**config.mk**
```make
export PLATFORM = sky130hd
export DESIGN_NAME = rmbs_ctrl
export DESIGN_NICKNAME = d
export VERILOG_FILES = /design/src/hdl/rmbs_pkg.sv /design/src/hdl/rmbs_ctrl.sv
export SDC_FILE = /design/constraint.sdc
export NUM_CORES = 1
export LEC_CHECK = 0
export ABC_CLOCK_PERIOD_IN_PS = 1900
export BUFFER_PORTS_ARGS = -buffer_cell sky130_fd_sc_hd__clkbuf_2
export CAP_MARGIN = 20
export CORE_MARGIN = 8
export CORE_UTILIZATION = 51
export CTS_BUF_LIST = sky130_fd_sc_hd__clkbuf_2
export CTS_CLUSTER_SIZE = 25
export DETAILED_ROUTE_END_ITERATION = 8
export PLACE_DENSITY = 0.81
export SYNTH_ARGS = -nofsm -noshare
export SYNTH_HDL_FRONTEND = slang
export SYNTH_SLANG_ARGS = --single-unit
```
**constraint.sdc**
```tcl
create_clock -name i_clk -period 1.9 [get_ports i_clk]
set_clock_uncertainty 0.1 [all_clocks]
set_input_delay 0.095 -clock i_clk [delete_from_list [all_inputs] [get_ports i_clk]]
set_output_delay 0.095 -clock i_clk [all_outputs]
set_load 0.03 [all_outputs]
```
**src/hdl/rmbs_pkg.sv**
```systemverilog
// Package of the rate matching bit selection block: widths, codes and structs.
// No dependencies; every other file of the block but assert_macros.svh uses it.
`timescale 1ns / 1ps
`default_nettype none

package rmbs_pkg;

    localparam int MAX_ROWS  = 192;
    localparam int VAL_W     = 16;
    localparam int DEPTH     = 96 * MAX_ROWS;
    localparam int POS_W     = 15;
    localparam int E_W       = 20;
    localparam int DIVD_W    = 22;
    localparam int DVS_W     = 16;
    localparam int CFG_W     = 22;
    localparam int CFG_IDX_W = 3;
    localparam int COLS_W    = 4;
    localparam int G_W       = 7;

    typedef enum logic [1:0] {
        CMD_LOAD    = 2'd0,
        CMD_START   = 2'd1,
        CMD_EMIT    = 2'd2,
        CMD_COMBINE = 2'd3
    } t_cmd_code;

    typedef enum logic [1:0] {
        ST_OK       = 2'd0,
        ST_ALL_NULL = 2'd1,
        ST_NO_RUN   = 2'd2
    } t_status;

    typedef enum logic [CFG_IDX_W-1:0] {
        CFG_ROWS   = 3'd0,
        CFG_TOTAL  = 3'd1,
        CFG_BLOCKS = 3'd2,
        CFG_NSOFT  = 3'd3,
        CFG_HARQ   = 3'd4,
        CFG_MIMO   = 3'd5,
        CFG_QM     = 3'd6,
        CFG_LAYERS = 3'd7
    } t_cfg_idx;

    // Order of the divisions done for a start item.
    typedef enum logic [2:0] {
        DS_NSOFT = 3'd0,
        DS_HARQ  = 3'd1,
        DS_CB    = 3'd2,
        DS_LAYER = 3'd3,
        DS_QM    = 3'd4,
        DS_GP    = 3'd5,
        DS_COLS  = 3'd6,
        DS_K0    = 3'd7
    } t_div_step;

    typedef struct packed {
        logic      capture;
        logic      mem_load;
        logic      div_go;
        logic      div_take;
        t_div_step dstep;
        logic      start_fin;
        logic      scan_init;
        logic      scan_step;
        logic      sel_hit;
        logic      res_err;
        t_status   err_code;
        logic      out_push;
    } t_ctl_cmd;

    typedef struct packed {
        logic div_done;
        logic run_active;
        logic is_null;
        logic scan_last;
        logic out_free;
    } t_dp_stat;

    typedef struct packed {
        logic [1:0]              status;
        logic signed [VAL_W-1:0] selected_value;
        logic [POS_W-1:0]        buffer_position;
        logic                    last_of_run;
        logic                    sum_overflow;
        logic [E_W-1:0]          bits_for_block;
        logic [POS_W-1:0]        start_position;
    } t_result;

endpackage

`default_nettype wire

```
**src/hdl/rmbs_ctrl.sv**
```systemverilog
// Controller of the bit selection block: sequences loads, starts and selections.
// Depends on rmbs_pkg for the command and status structs.
`timescale 1ns / 1ps
`default_nettype none

module rmbs_ctrl (
    input  wire                  i_clk,
    input  wire                  i_rst_n,
    input  wire                  i_in_valid,
    input  wire [1:0]            i_in_command,
    output logic                 o_in_ready,
    input  rmbs_pkg::t_dp_stat   i_stat,
    output rmbs_pkg::t_ctl_cmd   o_cmd
);
    import rmbs_pkg::*;

    typedef enum logic [8:0] {
        S_IDLE  = 9'b000000001,
        S_LOAD  = 9'b000000010,
        S_DIV   = 9'b000000100,
        S_DWAIT = 9'b000001000,
        S_SRES  = 9'b000010000,
        S_SEL   = 9'b000100000,
        S_RD    = 9'b001000000,
        S_CHK   = 9'b010000000,
        S_OUT   = 9'b100000000
    } t_state;

    t_state    r_state, n_state;
    t_div_step r_dstep, n_dstep;

    always_comb begin
        n_state    = r_state;
        n_dstep    = r_dstep;
        o_cmd      = '0;
        o_cmd.dstep    = r_dstep;
        o_cmd.err_code = ST_OK;
        o_in_ready = 1'b0;
        case (r_state)
            S_IDLE: begin
                o_in_ready = 1'b1;
                if (i_in_valid) begin
                    o_cmd.capture = 1'b1;
                    case (t_cmd_code'(i_in_command))
                        CMD_LOAD: n_state = S_LOAD;
                        CMD_START: begin
                            n_state = S_DIV;
                            n_dstep = DS_NSOFT;
                        end
                        default: n_state = S_SEL;
                    endcase
                end
            end
            S_LOAD: begin
                o_cmd.mem_load = 1'b1;
                n_state = S_IDLE;
            end
            S_DIV: begin
                o_cmd.div_go = 1'b1;
                n_state = S_DWAIT;
            end
            S_DWAIT: begin
                if (i_stat.div_done) begin
                    o_cmd.div_take = 1'b1;
                    if (r_dstep == DS_K0) begin
                        n_state = S_SRES;
                    end else begin
                        n_dstep = t_div_step'(r_dstep + 3'd1);
                        n_state = S_DIV;
                    end
                end
            end
            S_SRES: begin
                o_cmd.start_fin = 1'b1;
                n_state = S_OUT;
            end
            S_SEL: begin
                if (!i_stat.run_active) begin
                    o_cmd.res_err  = 1'b1;
                    o_cmd.err_code = ST_NO_RUN;
                    n_state = S_OUT;
                end else begin
                    o_cmd.scan_init = 1'b1;
                    n_state = S_RD;
                end
            end
            S_RD: n_state = S_CHK;
            S_CHK: begin
                if (!i_stat.is_null) begin
                    o_cmd.sel_hit = 1'b1;
                    n_state = S_OUT;
                end else if (i_stat.scan_last) begin
                    o_cmd.res_err  = 1'b1;
                    o_cmd.err_code = ST_ALL_NULL;
                    n_state = S_OUT;
                end else begin
                    o_cmd.scan_step = 1'b1;
                    n_state = S_RD;
                end
            end
            S_OUT: begin
                if (i_stat.out_free) begin
                    o_cmd.out_push = 1'b1;
                    n_state = S_IDLE;
                end
            end
            default: n_state = S_IDLE;
        endcase
    end

    always_ff @(posedge i_clk) begin
        if (!i_rst_n) begin
            r_state <= S_IDLE;
            r_dstep <= DS_NSOFT;
        end else begin
            r_state <= n_state;
            r_dstep <= n_dstep;
        end
    end

endmodule

`default_nettype wire

```
[Word-level counts from Yosys, hierarchy flattened]
Index checks and enable logic that the tools add are counted.
Widths: inputs -> output; s select.
Word-level totals
  register bits: 12
  latch bits: 0
  bits in writable memories: 0
  ROM bits: 0
  bits of input ports: 10
  logic and storage cells: 57
  memories kept: 0
Operators by class
  add/subtract/negate cells: 1
  $mul: 0
  div/mod/pow operators: 0
  $lt $le $gt $ge: 0
  equal/unequal tests: 16
  shift operators: 0
  multiplexer cells: 34
  bitwise logic cells: 0
  reductions and logical operators: 4
Operators by type and width (number)
  $pmux 9 s8: 1
  $mux 9: 6
  $mux 3: 7
  $mux 1: 15
  $pmux 3 s2: 2
  $pmux 6 s2: 1
  $eq 9x1->1 const B: 1
  $eq 9x2->1 const B: 1
  $eq 9x3->1 const B: 1
  $eq 9x4->1 const B: 1
  $eq 9x5->1 const B: 1
  $eq 9x6->1 const B: 1
  $eq 9x7->1 const B: 1
  $eq 9x8->1 const B: 1
  $eq 9x9->1 const B: 1
  $ne 2x2->1 const B: 4
  $mux 5: 1
  $reduce_and 5->1: 1
  $add 3x1->3 const B: 1
  $eq 3x3->1 const B: 1
  $reduce_and 3->1: 1
  $eq 2x1->1 const B: 1
  $logic_not 2->1: 1
  $mux 2: 1
  other kinds (2): 2

[Depth between registers and ports, before layout]
  word-level depth: 4
  mapped depth: 6

[Worst setup path before layout]
Ideal clock, no wire load.
  kind: reg-to-output
  start point: register r_state[2]
  end point: output o_cmd[13] (netlist name)
  arrival: 1.805 ns
  data required time: 1.705 ns
  path slack: -0.100 ns
  cell stages (with the launch flop): 4
  cell sequence: dfxtp_1 > nor4_4 > nand2_1 > nor4b_1
RTL lines
  from (decl): line rmbs_ctrl.sv:29  | t_state r_state, n_state;
  from (signal assigned): line rmbs_ctrl.sv:116  | r_state <= n_state;
  to (decl): line rmbs_ctrl.sv:13  | output rmbs_pkg::t_ctl_cmd o_cmd

==> summary.txt <==
=================================================================================
DR pass1 iterations ................................................            4
Required time at the endpoint of the critical path .................      1700 ps
CTS tree ...........................................................        built
Area of all sequential standard cells ..............................     245 um^2
Data arrival time at the worst-slack endpoint ......................      1620 ps
Layout cell share with drive strength beyond 1 .....................        32.6%
Total inserted antenna cells .......................................            0
Max Fanout on Critical Path ........................................            7
Number of flops mapped to enable cells by yosys ....................            0
Number of placed I/O pins ..........................................           26
Number of I/O port buffers .........................................           25
Fin. max-slew vios .................................................            0
Type of the worst min-delay path ...................................       in2reg
Number of distinct library cells after synthesis ...................           34
Reg2reg path depth .................................................            5
Number of placement rows ...........................................           14
CP max stage delay .................................................       410 ps
Die Footprint ...................................................... 0.00301 mm^2
Post-DP HPWL .......................................................      1620 um
Dominant cell type by area after synthesis ......................... sky130_fd_sc_hd__dfxtp_1
First-pass GRT wire length .........................................      3350 um
Capturing element of the worst setup path ..........................    o_cmd[11]
Post-synthesis cell area ...........................................     769 um^2
Power per cell area ................................................  769 mW/mm^2
Worst hold margin ..................................................     -3.93 ps
Vias in the first global route .....................................          779
Source-to-sink clock delay at the later pin of the worst-skew pair .       280 ps
Placeable Area ..................................................... 0.00145 mm^2
Violations in the final reports ....................................  hold timing
Starting utilization of the core area ..............................        52.9%
Worst setup startpoint .............................................   r_state[7]
Worst-case headroom to the max-slew limit ..........................        78.7%
Minimum period implied by the final worst setup slack ..............      1810 ps
Run status ......................................................... finished, violations left
Period utilisation layout ..........................................        95.4%
Area of combinational cells with multiple inputs ...................     519 um^2
Setup violation total in the final timing report ...................            0
Critical-path top delay cell ....................................... sky130_fd_sc_hd__dfxtp_1
Net count of the finished layout ...................................          143
Post-Route WL ......................................................      2120 um
Ordered cell list for the critical path ............................ nor4b_2, and3_1, and2_1, clkbuf_2
Die outline height .................................................      54.8 um
Endpoints failing hold .............................................            1
# clock sinks ......................................................           12
Peak clock frequency supported by timing ...........................      552 MHz
Total CTS buffers ..................................................            3
Total number of vias ...............................................          845
Via/cell ratio .....................................................         5.83
Number of nets with antenna violations after routing ...............            0
Slew at the pin with the worst max-slew slack ......................       317 ps
Placement Cell Area ................................................     918 um^2
Area Growth Syn to Fin .............................................        29.6%
Post-synthesis sequential element count ............................           12
Placer's final routability congestion estimate .....................        0.847
Chip width .........................................................      54.8 um
Count of synthesis-stage warnings from yosys .......................            0
Leading register cell type out of synthesis ........................ sky130_fd_sc_hd__dfxtp_1
Maximum capacitance violations .....................................            0
Htree depth ........................................................            1
Crit end category ..................................................   output pin
Clk Tree Root Cell ................................................. sky130_fd_sc_hd__clkbuf_2
Capture point of the worst reg-to-reg path .........................   r_state[5]
R2R setup slack ....................................................       140 ps
Worst-case clock buffer depth ......................................            2
Final design area excluding fillers ................................     997 um^2
Synth area leaders ................................................. sky130_fd_sc_hd__dfxtp_1 31%, sky130_fd_sc_hd__nand2_1 7.3%, sky130_fd_sc_hd__nor2_1 5.9%
Maximum number of pins on one net before global-route repair .......           12
CTS clk-pin slew, worst paths ......................................       130 ps
Top-area cell type share of the netlist area .......................        31.2%
Worst vdd ir .......................................................     0.537 mV
Initial DRC count ..................................................           38
Post-synthesis cell count ..........................................           99
Detailed-route wire length per cell ................................      14.6 um
Post-synthesis net count ...........................................          111
Filler cells .......................................................          130
Path type of the worst setup path ..................................      reg2out
Mean instance size in the synthesized netlist ......................    7.77 um^2
Critical Path Source Type ..........................................    flip-flop
RSZ-0062 raised after global routing ...............................          yes
Synth async-reset ratio ............................................           0%
Worst flop-to-flop path startpoint .................................   r_state[4]
DRC violations left ................................................            0
Finished Core Util .................................................        68.6%
Post-synthesis sequential area ratio ...............................        31.2%
Total congestion overflow after global routing .....................            0
Antenna violations before repair ...................................            0
All-layer global routing usage .....................................        15.4%
Fin Setup TNS ......................................................         0 ps
P_leak .............................................................     0.458 nW
=================================================================================
## Yosys cell counts, types with 2 or more instances
| cell | number |
|---|---|
| sky130_fd_sc_hd__a21oi_1 | 3 |
| sky130_fd_sc_hd__and2_1 | 2 |
| sky130_fd_sc_hd__and3_1 | 4 |
| sky130_fd_sc_hd__dfxtp_1 | 12 |
| sky130_fd_sc_hd__ha_1 | 2 |
| sky130_fd_sc_hd__inv_1 | 6 |
| sky130_fd_sc_hd__nand2_1 | 15 |
| sky130_fd_sc_hd__nand2b_1 | 3 |
| sky130_fd_sc_hd__nand3_1 | 4 |
| sky130_fd_sc_hd__nor2_1 | 12 |
| sky130_fd_sc_hd__nor2b_1 | 4 |
| sky130_fd_sc_hd__nor3b_1 | 2 |
| sky130_fd_sc_hd__nor4_1 | 5 |
| sky130_fd_sc_hd__nor4b_1 | 2 |
| sky130_fd_sc_hd__o22ai_1 | 4 |
## through the flow
step | total power, mW | cells | worst slack (ps)
detailed placement | 0.595 | 139 | 162
global route | 0.813 | 145 | -98.1
floorplan | 0.522 | 99 | 264
global placement | 0.588 | 139 | 201
finish | 0.767 | 145 | 87.1
CTS | 0.739 | 145 | 20.2
## sequential cells by signal (all words and copies together) (netlist names)
signal   cells
r_dstep      3
r_state      9
## worst max-delay path: cells and delay by family (launching register included)
kind | cells | cell delay, ps
and+or+nand+nor | 3 | 720
DFF | 1 | 410
buffers and inverters | 1 | 200
## timing repair
item	4_1_cts	5_1_grt
pin swaps	1	2
endpoints found under the hold margin	1	0
endpoints found under the setup margin	1	13
buffers inserted	1	0
gates resized for setup	0	26
hold buffers	2	0
## layer usage
layer	wire (um)	part of all wire [%]	track usage [%]	up-vias
li1	-	-	-	422
met1	855	40	16.7	384
met2	1060	50	25.8	34
met3	170	8.0	4.62	5
met4	31	1.5	9.02	0
met5	0	0	0	-
## power by group
part	leakage, nW	switching [mW]	total [mW]	internal, mW
Sequential	0.0985	0.0234	0.291	0.268
Clock	0.0125	0.0852	0.128	0.0430
Combinational	0.347	0.204	0.348	0.144
## cell type report
class	instances	share of cell area, %
multi-input cells	79	52.1
flip-flops and latches	12	24.6
repair buffers	29	17.6
inverters	6	2.26
well taps	16	2.01
clock buffers	3	1.51
## worst min-delay path by stage
stage                          startpoint  depth (start not counted)  slack [ps]    endpoint
after floorplan           i_in_command[1]                          1          70  r_state[1]
after global placement    i_in_command[1]                          2         190  r_state[1]
after detailed placement  i_in_command[1]                          2         190  r_state[1]
after CTS                         i_rst_n                          2          10  r_state[0]
after global routing              i_rst_n                          2          30  r_state[0]
final                             i_rst_n                          2          -4  r_state[0]
## cells by family after synthesis
family          after synthesis  share of synthesized area, %
buf+inv                       8                          5.04
simple gates                 59                          43.1
mux                           1                          1.30
compound gates               15                          13.8
flops                        12                          31.2
fa+ha+maj                     2                          3.25
xor+xnor                      2                          2.28
## layout by cell type (no fill, tap or decap), drive strengths merged, types with 2 or more instances in the layout
cell type and n:
a21oi 3, and2 3, and3 4, buf 7, clkbuf 23, dfxtp 12
dlygate4sd3 2, ha 2, inv 6, nand2 15, nand2b 3, nand3 4
nor2 12, nor2b 4, nor3 2, nor3b 2, nor4 6, nor4b 3
o22ai 4
Note: power is estimated with default switching activity, not from simulation.
